File: src/sv/hkst_pkg.sv
// ----------------------------------------------------------------------------
// hkst_pkg
// Shared types and constants for the held key set table.
// ----------------------------------------------------------------------------
package hkst_pkg;

   localparam int unsigned OP_W    = 3;
   localparam int unsigned KEY_W   = 32;
   localparam int unsigned COUNT_W = 6;

   typedef enum logic [OP_W-1:0] {
      OP_QUERY   = 3'd0,
      OP_PRESS   = 3'd1,
      OP_RELEASE = 3'd2,
      OP_TOGGLE  = 3'd3,
      OP_CLEAR   = 3'd4
   } op_code_type;

   typedef enum logic [2:0] {
      ST_IDLE,
      ST_SCAN,
      ST_APPLY,
      ST_RD_LAST,
      ST_MOVE,
      ST_FINISH
   } state_type;

endpackage

File: src/sv/hkst_ram.sv
// ----------------------------------------------------------------------------
// hkst_ram
// Generic single-write, single-read RAM with a registered read port.
// ----------------------------------------------------------------------------
module hkst_ram #(
   parameter int unsigned WIDTH = 32,
   parameter int unsigned DEPTH = 32
) (
   input  logic                                    clock,
   input  logic                                    wr_en,
   input  logic [(DEPTH > 1 ? $clog2(DEPTH) : 1)-1:0] wr_addr,
   input  logic [WIDTH-1:0]                        wr_data,
   input  logic [(DEPTH > 1 ? $clog2(DEPTH) : 1)-1:0] rd_addr,
   output logic [WIDTH-1:0]                        rd_data
);

   logic [WIDTH-1:0] mem_ff [DEPTH];
   logic [WIDTH-1:0] rd_data_ff;

   always_ff @(posedge clock) begin
      if (wr_en) begin
         mem_ff[wr_addr] <= wr_data;
      end
      rd_data_ff <= mem_ff[rd_addr];
   end

   assign rd_data = rd_data_ff;

endmodule

File: src/sv/held_key_set_table.sv
// ----------------------------------------------------------------------------
// held_key_set_table
// Compact array of held key codes with query, press, release, toggle and
// clear operations, kept in a single synchronous RAM.
// ----------------------------------------------------------------------------
//  channel | direction | handshake            | words
//  req     | in        | req_valid/req_ready  | req_operation, req_key_code
//  rsp     | out       | rsp_valid/rsp_ready  | rsp_key_held, rsp_dropped,
//          |           |                      | rsp_held_count
//
// A clear, or a word with key code zero, skips the search; any other word runs
// a linear search through the slot RAM, one read a cycle, and a release that
// moves the last key into the freed slot adds a read and a write of the RAM.
// One word is in work at a time; a new word is taken while a result waits.
// Reset is synchronous and empties the table at once; the RAM is not cleared.
// ----------------------------------------------------------------------------
module held_key_set_table #(
   parameter int unsigned KEY_SLOTS = 32
) (
   input  logic                               clock,
   input  logic                               reset,
   input  logic                               req_valid,
   output logic                               req_ready,
   input  logic [hkst_pkg::OP_W-1:0]          req_operation,
   input  logic [hkst_pkg::KEY_W-1:0]         req_key_code,
   output logic                               rsp_valid,
   input  logic                               rsp_ready,
   output logic                               rsp_key_held,
   output logic                               rsp_dropped,
   output logic [hkst_pkg::COUNT_W-1:0]       rsp_held_count
);

   localparam int unsigned AW = (KEY_SLOTS > 1) ? $clog2(KEY_SLOTS) : 1;
   localparam int unsigned CW = $clog2(KEY_SLOTS + 1);

   hkst_pkg::state_type state_ff, state_in;
   logic [hkst_pkg::OP_W-1:0]    op_ff, op_in;
   logic [hkst_pkg::KEY_W-1:0]   key_ff, key_in;
   logic                         found_ff, found_in;
   logic [AW-1:0]                hit_idx_ff, hit_idx_in;
   logic [CW-1:0]                issue_ff, issue_in;
   logic                         pend_vld_ff, pend_vld_in;
   logic [AW-1:0]                pend_idx_ff, pend_idx_in;
   logic [CW-1:0]                used_ff, used_in;
   logic                         res_held_ff, res_held_in;
   logic                         res_drop_ff, res_drop_in;
   logic                         rsp_valid_ff, rsp_valid_in;
   logic                         rsp_held_ff, rsp_held_in;
   logic                         rsp_drop_ff, rsp_drop_in;
   logic [hkst_pkg::COUNT_W-1:0] rsp_count_ff, rsp_count_in;

   logic                         ram_we;
   logic [AW-1:0]                ram_waddr;
   logic [hkst_pkg::KEY_W-1:0]   ram_wdata;
   logic [AW-1:0]                ram_raddr;
   logic [hkst_pkg::KEY_W-1:0]   ram_rdata;

   logic [CW-1:0]                last_cnt;
   logic [AW-1:0]                last_addr;
   logic                         is_press;
   logic                         is_release;
   logic                         hit;
   logic [hkst_pkg::COUNT_W-1:0] count_sat;

   hkst_ram #(
      .WIDTH (hkst_pkg::KEY_W),
      .DEPTH (KEY_SLOTS)
   ) u_slots (
      .clock   (clock),
      .wr_en   (ram_we),
      .wr_addr (ram_waddr),
      .wr_data (ram_wdata),
      .rd_addr (ram_raddr),
      .rd_data (ram_rdata)
   );

   assign last_cnt   = used_ff - CW'(1);
   assign last_addr  = last_cnt[AW-1:0];
   assign is_press   = (op_ff == hkst_pkg::OP_PRESS) ||
                       ((op_ff == hkst_pkg::OP_TOGGLE) && !found_ff);
   assign is_release = (op_ff == hkst_pkg::OP_RELEASE) ||
                       ((op_ff == hkst_pkg::OP_TOGGLE) && found_ff);
   assign hit        = pend_vld_ff && (ram_rdata == key_ff);
   assign count_sat  = (32'(used_ff) > 32'd63) ? hkst_pkg::COUNT_W'(63)
                                               : hkst_pkg::COUNT_W'(used_ff);

   always_comb begin
      state_in     = state_ff;
      op_in        = op_ff;
      key_in       = key_ff;
      found_in     = found_ff;
      hit_idx_in   = hit_idx_ff;
      issue_in     = issue_ff;
      pend_vld_in  = 1'b0;
      pend_idx_in  = pend_idx_ff;
      used_in      = used_ff;
      res_held_in  = res_held_ff;
      res_drop_in  = res_drop_ff;
      rsp_valid_in = rsp_valid_ff && !rsp_ready;
      rsp_held_in  = rsp_held_ff;
      rsp_drop_in  = rsp_drop_ff;
      rsp_count_in = rsp_count_ff;
      req_ready    = 1'b0;
      ram_we       = 1'b0;
      ram_waddr    = used_ff[AW-1:0];
      ram_wdata    = key_ff;
      ram_raddr    = issue_ff[AW-1:0];

      case (state_ff)
         hkst_pkg::ST_IDLE: begin
            req_ready = 1'b1;
            if (req_valid) begin
               op_in       = req_operation;
               key_in      = req_key_code;
               found_in    = 1'b0;
               issue_in    = '0;
               res_held_in = 1'b0;
               res_drop_in = 1'b0;
               if (req_operation == hkst_pkg::OP_CLEAR) begin
                  used_in  = '0;
                  state_in = hkst_pkg::ST_FINISH;
               end else if (req_key_code == '0) begin
                  state_in = hkst_pkg::ST_FINISH;
               end else begin
                  state_in = hkst_pkg::ST_SCAN;
               end
            end
         end
         hkst_pkg::ST_SCAN: begin
            if (hit) begin
               found_in   = 1'b1;
               hit_idx_in = pend_idx_ff;
               state_in   = hkst_pkg::ST_APPLY;
            end else if (issue_ff < used_ff) begin
               pend_vld_in = 1'b1;
               pend_idx_in = issue_ff[AW-1:0];
               issue_in    = issue_ff + CW'(1);
            end else if (!pend_vld_ff) begin
               state_in = hkst_pkg::ST_APPLY;
            end
         end
         hkst_pkg::ST_APPLY: begin
            state_in = hkst_pkg::ST_FINISH;
            if (is_press) begin
               if (found_ff) begin
                  res_held_in = 1'b1;
               end else if (used_ff == CW'(KEY_SLOTS)) begin
                  res_drop_in = 1'b1;
               end else begin
                  ram_we      = 1'b1;
                  used_in     = used_ff + CW'(1);
                  res_held_in = 1'b1;
               end
            end else if (is_release) begin
               if (found_ff) begin
                  if (hit_idx_ff == last_addr) begin
                     used_in = last_cnt;
                  end else begin
                     state_in = hkst_pkg::ST_RD_LAST;
                  end
               end
            end else begin
               res_held_in = found_ff;
            end
         end
         hkst_pkg::ST_RD_LAST: begin
            ram_raddr = last_addr;
            state_in  = hkst_pkg::ST_MOVE;
         end
         hkst_pkg::ST_MOVE: begin
            ram_we    = 1'b1;
            ram_waddr = hit_idx_ff;
            ram_wdata = ram_rdata;
            used_in   = last_cnt;
            state_in  = hkst_pkg::ST_FINISH;
         end
         hkst_pkg::ST_FINISH: begin
            if (!rsp_valid_ff || rsp_ready) begin
               rsp_valid_in = 1'b1;
               rsp_held_in  = res_held_ff;
               rsp_drop_in  = res_drop_ff;
               rsp_count_in = count_sat;
               state_in     = hkst_pkg::ST_IDLE;
            end
         end
         default: begin
            state_in = hkst_pkg::ST_IDLE;
         end
      endcase
   end

   always_ff @(posedge clock) begin
      if (reset) begin
         state_ff     <= hkst_pkg::ST_IDLE;
         used_ff      <= '0;
         pend_vld_ff  <= 1'b0;
         rsp_valid_ff <= 1'b0;
      end else begin
         state_ff     <= state_in;
         used_ff      <= used_in;
         pend_vld_ff  <= pend_vld_in;
         rsp_valid_ff <= rsp_valid_in;
      end
      op_ff        <= op_in;
      key_ff       <= key_in;
      found_ff     <= found_in;
      hit_idx_ff   <= hit_idx_in;
      issue_ff     <= issue_in;
      pend_idx_ff  <= pend_idx_in;
      res_held_ff  <= res_held_in;
      res_drop_ff  <= res_drop_in;
      rsp_held_ff  <= rsp_held_in;
      rsp_drop_ff  <= rsp_drop_in;
      rsp_count_ff <= rsp_count_in;
   end

   assign rsp_valid      = rsp_valid_ff;
   assign rsp_key_held   = rsp_held_ff;
   assign rsp_dropped    = rsp_drop_ff;
   assign rsp_held_count = rsp_count_ff;

   a_used_in_range: assert property (@(posedge clock) disable iff (reset)
      used_ff <= CW'(KEY_SLOTS))
      else $error("held count exceeds the number of slots");

   a_drop_not_held: assert property (@(posedge clock) disable iff (reset)
      rsp_valid_ff |-> !(rsp_drop_ff && rsp_held_ff))
      else $error("a dropped press reports the key as held");

   a_pend_in_scan: assert property (@(posedge clock) disable iff (reset)
      pend_vld_ff |-> (state_ff == hkst_pkg::ST_SCAN))
      else $error("slot read pending outside the search");

   a_count_stable_in_scan: assert property (@(posedge clock) disable iff (reset)
      (state_ff == hkst_pkg::ST_SCAN) |=> $stable(used_ff))
      else $error("held count changed during the search");

   a_no_write_in_scan: assert property (@(posedge clock) disable iff (reset)
      ram_we |-> (state_ff == hkst_pkg::ST_APPLY || state_ff == hkst_pkg::ST_MOVE))
      else $error("slot RAM written outside the update states");

endmodule
File: config.mk
export PLATFORM = sky130hd
export DESIGN_NAME = held_key_set_table
export DESIGN_NICKNAME = d
export VERILOG_FILES = /design/src/sv/hkst_pkg.sv /design/src/sv/hkst_ram.sv /design/src/sv/held_key_set_table.sv
export SDC_FILE = /design/constraint.sdc
export NUM_CORES = 1
export LEC_CHECK = 0
export BUFFER_PORTS_ARGS = -buffer_cell sky130_fd_sc_hd__buf_2
export CELL_PAD_IN_SITES_DETAIL_PLACEMENT = 1
export CELL_PAD_IN_SITES_GLOBAL_PLACEMENT = 2
export CORE_UTILIZATION = 30
export DETAILED_ROUTE_END_ITERATION = 8
export GPL_ROUTABILITY_DRIVEN = 1
export GPL_TIMING_DRIVEN = 0
export PLACE_DENSITY_LB_ADDON = 0.1
export SYNTH_ARGS = -nofsm -noshare
export SYNTH_HDL_FRONTEND = slang
export SYNTH_SLANG_ARGS = --single-unit
File: constraint.sdc
create_clock -name clock -period 6.3 [get_ports clock]
set_clock_uncertainty 0.2 [all_clocks]
set_input_delay 0.945 -clock clock [delete_from_list [all_inputs] [get_ports clock]]
set_output_delay 0.945 -clock clock [all_outputs]
set_load 0.05 [all_outputs]
==> results.toml <==
[run_status]
status = "finished clean"

[layout]
stdcell_count = 5202
layout.nets = 3224
mostFrequentLayoutCell = "edfxtp_1"
layout-drive-gt1-share = 0.121
mostFrequentLayoutCells = "edfxtp_1 (1086), nand2_1 (503), a21oi_1 (270), mux2i_1 (262), clkbuf_1 (144)"
stdcell_area_um2 = 52300
area_growth_pct = 18.2
diodes = 0

[sta]
fmax_mhz = 209
setup_viol = 0
grt_setup_unrepaired = "no"
max_slew_margin = 0.136
hold_viol_final = 0
fin_crit_ns = 4.79
layout_setup_ws_ns = 1.51
period_share = 0.761
tightest_slew_ns = 1.30
maxSlewViolCount = 0
holdWs_ns = 0.175

[placement]
place_area_um2 = 48000
hpwl_mm = 114
port_buffers = 48
placed_cells = 4954
routabilityCongestion = 0.795
place_ws_ns = 1.46

[logic_synthesis]
synthTopCellsByArea = "edfxtp_1 (74%), mux2i_1 (5.9%), nand2_1 (4.3%)"
yosysWarnings = 0
synth_nets = 2994
syn_area_um2 = 44300
async_flop_share = 0
synthDominantCellAreaShare = 0.736
synthDistinctLibCells = 61
yosysTopAreaCell = "edfxtp_1"
synth_top_flop_cell = "edfxtp_1"
synth-seq-cells = 1129
ys_seq_area_frac = 0.756
syn-instance-count = 2946
synth_edf_count = 1086
avgSynthCellArea_um2 = 15.0

[routing]
drt_pass1_iterations = 5
wl_mm = 162
drc_errors = 0
antenna_left = 0
via_count = 27100
detail_route.wl_per_cell_um = 31.1
via_per_inst = 5.21
drt_iter0_drc = 2174

[global_route]
grt_overflow = 0
track_usage = 0.217
first_global_vias = 28400
grt_pass1_wl_mm = 223
antenna_found_initial = 7
grt_max_degree = 33

[floorplanning]
start_util = 0.303
dieWidth_um = 386
num_rows = 140
io_pins = 49
die_y_um = 386
core_region_area_um2 = 146000
die_area_um2 = 149000

[cts]
clock-root-buffer = "clkbuf_16"
insertion_delay_ns = 0.78
cts_sinks = 1129
cts.htree.levels = 4
numCtsBuffers = 137
clk_path_buf_depth = 3
cts_setup_buffers = 0
cts_hold_buf = 0
cts.repair.resized = 0
clk_pin_slew_ns = 0.06
cts_tree = "built"

[worst_setup_path]
cp-start-kind = "flop"
worstSetupPathType = "reg2reg"
arrival_ns = 5.19
slowest_delay_ns = 0.97
r2r_start = "count_sat[1]"
path_buf_inv = 4
crit_required_ns = 6.70
path_cells = "inv_1 -> ha_1 -> xor2_2 -> mux2i_1 -> buf_2 -> buf_4 -> clkbuf_1 -> nand2_1 -> a221oi_1 -> nor2_1 -> a22oi_1"
path_delay_family = "buffers and inverters"
cp-startpoint = "count_sat[1]"
slowest_stage = "clkbuf_1"
cp-end-kind = "flop"
path_max_fanout = 10

[hold_path]
hp-class = "in2reg"
min_from = "req_key_code[30]"

[power_and_ir_drop]
intPower_uw = 15000
switching_share = 0.352
pwr-share-clk = 0.327
power.combinational.fraction = 0.276
p_sw_uw = 8180
vdd_drop_max_mv = 0.325
leakage_uw = 0.0173
pwr-share-seq = 0.397
p_per_area_nw_per_um2 = 444

[run]
maxCapViolCount = 0
[per-layer routing]
metal  vias up  wire length, um  global-route usage
li1      11800                -                   -
met1     14400            73300               0.300
met2       729            76500               0.353
met3       213             8270              0.0327
met4         0             3790              0.0589
met5         -                0                   0
[flip-flops by register name, indices dropped and copies added (netlist names)]
register	count
pend_idx_ff	5
hit_idx_ff	5
res_drop_ff	1
count_sat	6
state_ff	3
rsp_valid	1
pend_vld_ff	1
found_ff	1
rsp_held_count	6
res_held_ff	1
rsp_dropped	1
key_ff	32
rsp_key_held	1
u_slots.mem_ff	1024
op_ff	3
u_slots.rd_data	32
issue_ff	6
[metrics by stage]
stage / power, uW / utilization / TNS, ns
floorplan: 12700 / - / 0
global placement: 15700 / 0.321 / -95.53
detailed placement: 15800 / 0.329 / 0
CTS: 23500 / 0.358 / 0
global route: 24100 / 0.358 / 0
finish: 23200 / 0.358 / 0
[worst paths after layout]
check | slack, ns | to | cells after the start
worst max-delay path | 1.51 | u_slots.rd_data[13] | 11
worst min-delay path | 0.18 | key_ff[30] | 1
worst max register to register | 1.51 | u_slots.rd_data[13] | 11
worst min register to register | 0.21 | rsp_key_held | 0
[synthesized netlist by cell type (10+ instances only)]
cell type	number
a21oi_1	270
a221oi_1	129
a22oi_1	33
buf_2	38
buf_4	18
buf_6	11
clkbuf_1	103
dfxtp_1	43
edfxtp_1	1086
inv_1	19
mux2i_1	262
nand2_1	504
nand3_1	11
nand4_1	10
nor2_1	119
nor3_1	12
nor4_1	73
o21ai_0	13
o22ai_1	64
xnor2_1	39
[power groups by stage]
stage	combinational [uW]	clock, uW	sequential [uW]
after floorplan	3460	0	9220
after global placement	6300	0	9370
after detailed placement	6480	0	9370
after CTS	6490	7770	9220
after global routing	6790	8040	9240
final	6410	7600	9210
[area by class of cell]
cell class                 instances  area, um2
fill                           14900      93700
sequential                      1129      33500
multi-input combinational       1621      10200
clock buffer                     183       3660
tap                             1917       2400
timing repair buffer              91       1060
buffer                           177        862
clock inverter                    65        638
inverter                          19       71.3
[cell families (layout without fill, tap and decap cells)]
group,Yosys count,in the layout,synth area share
xor gates and xnor gates,47,47,0.00977
adders and majority gates,9,9,0.00254
AOI/OAI and AO/OA,545,545,0.0786
buffers and inverters,196,535,0.0211
and+or+nand+nor,754,754,0.0717
muxes,266,266,0.0608
DFF,1129,1129,0.756
No activity file was read; power rests on OpenSTA's default activity.
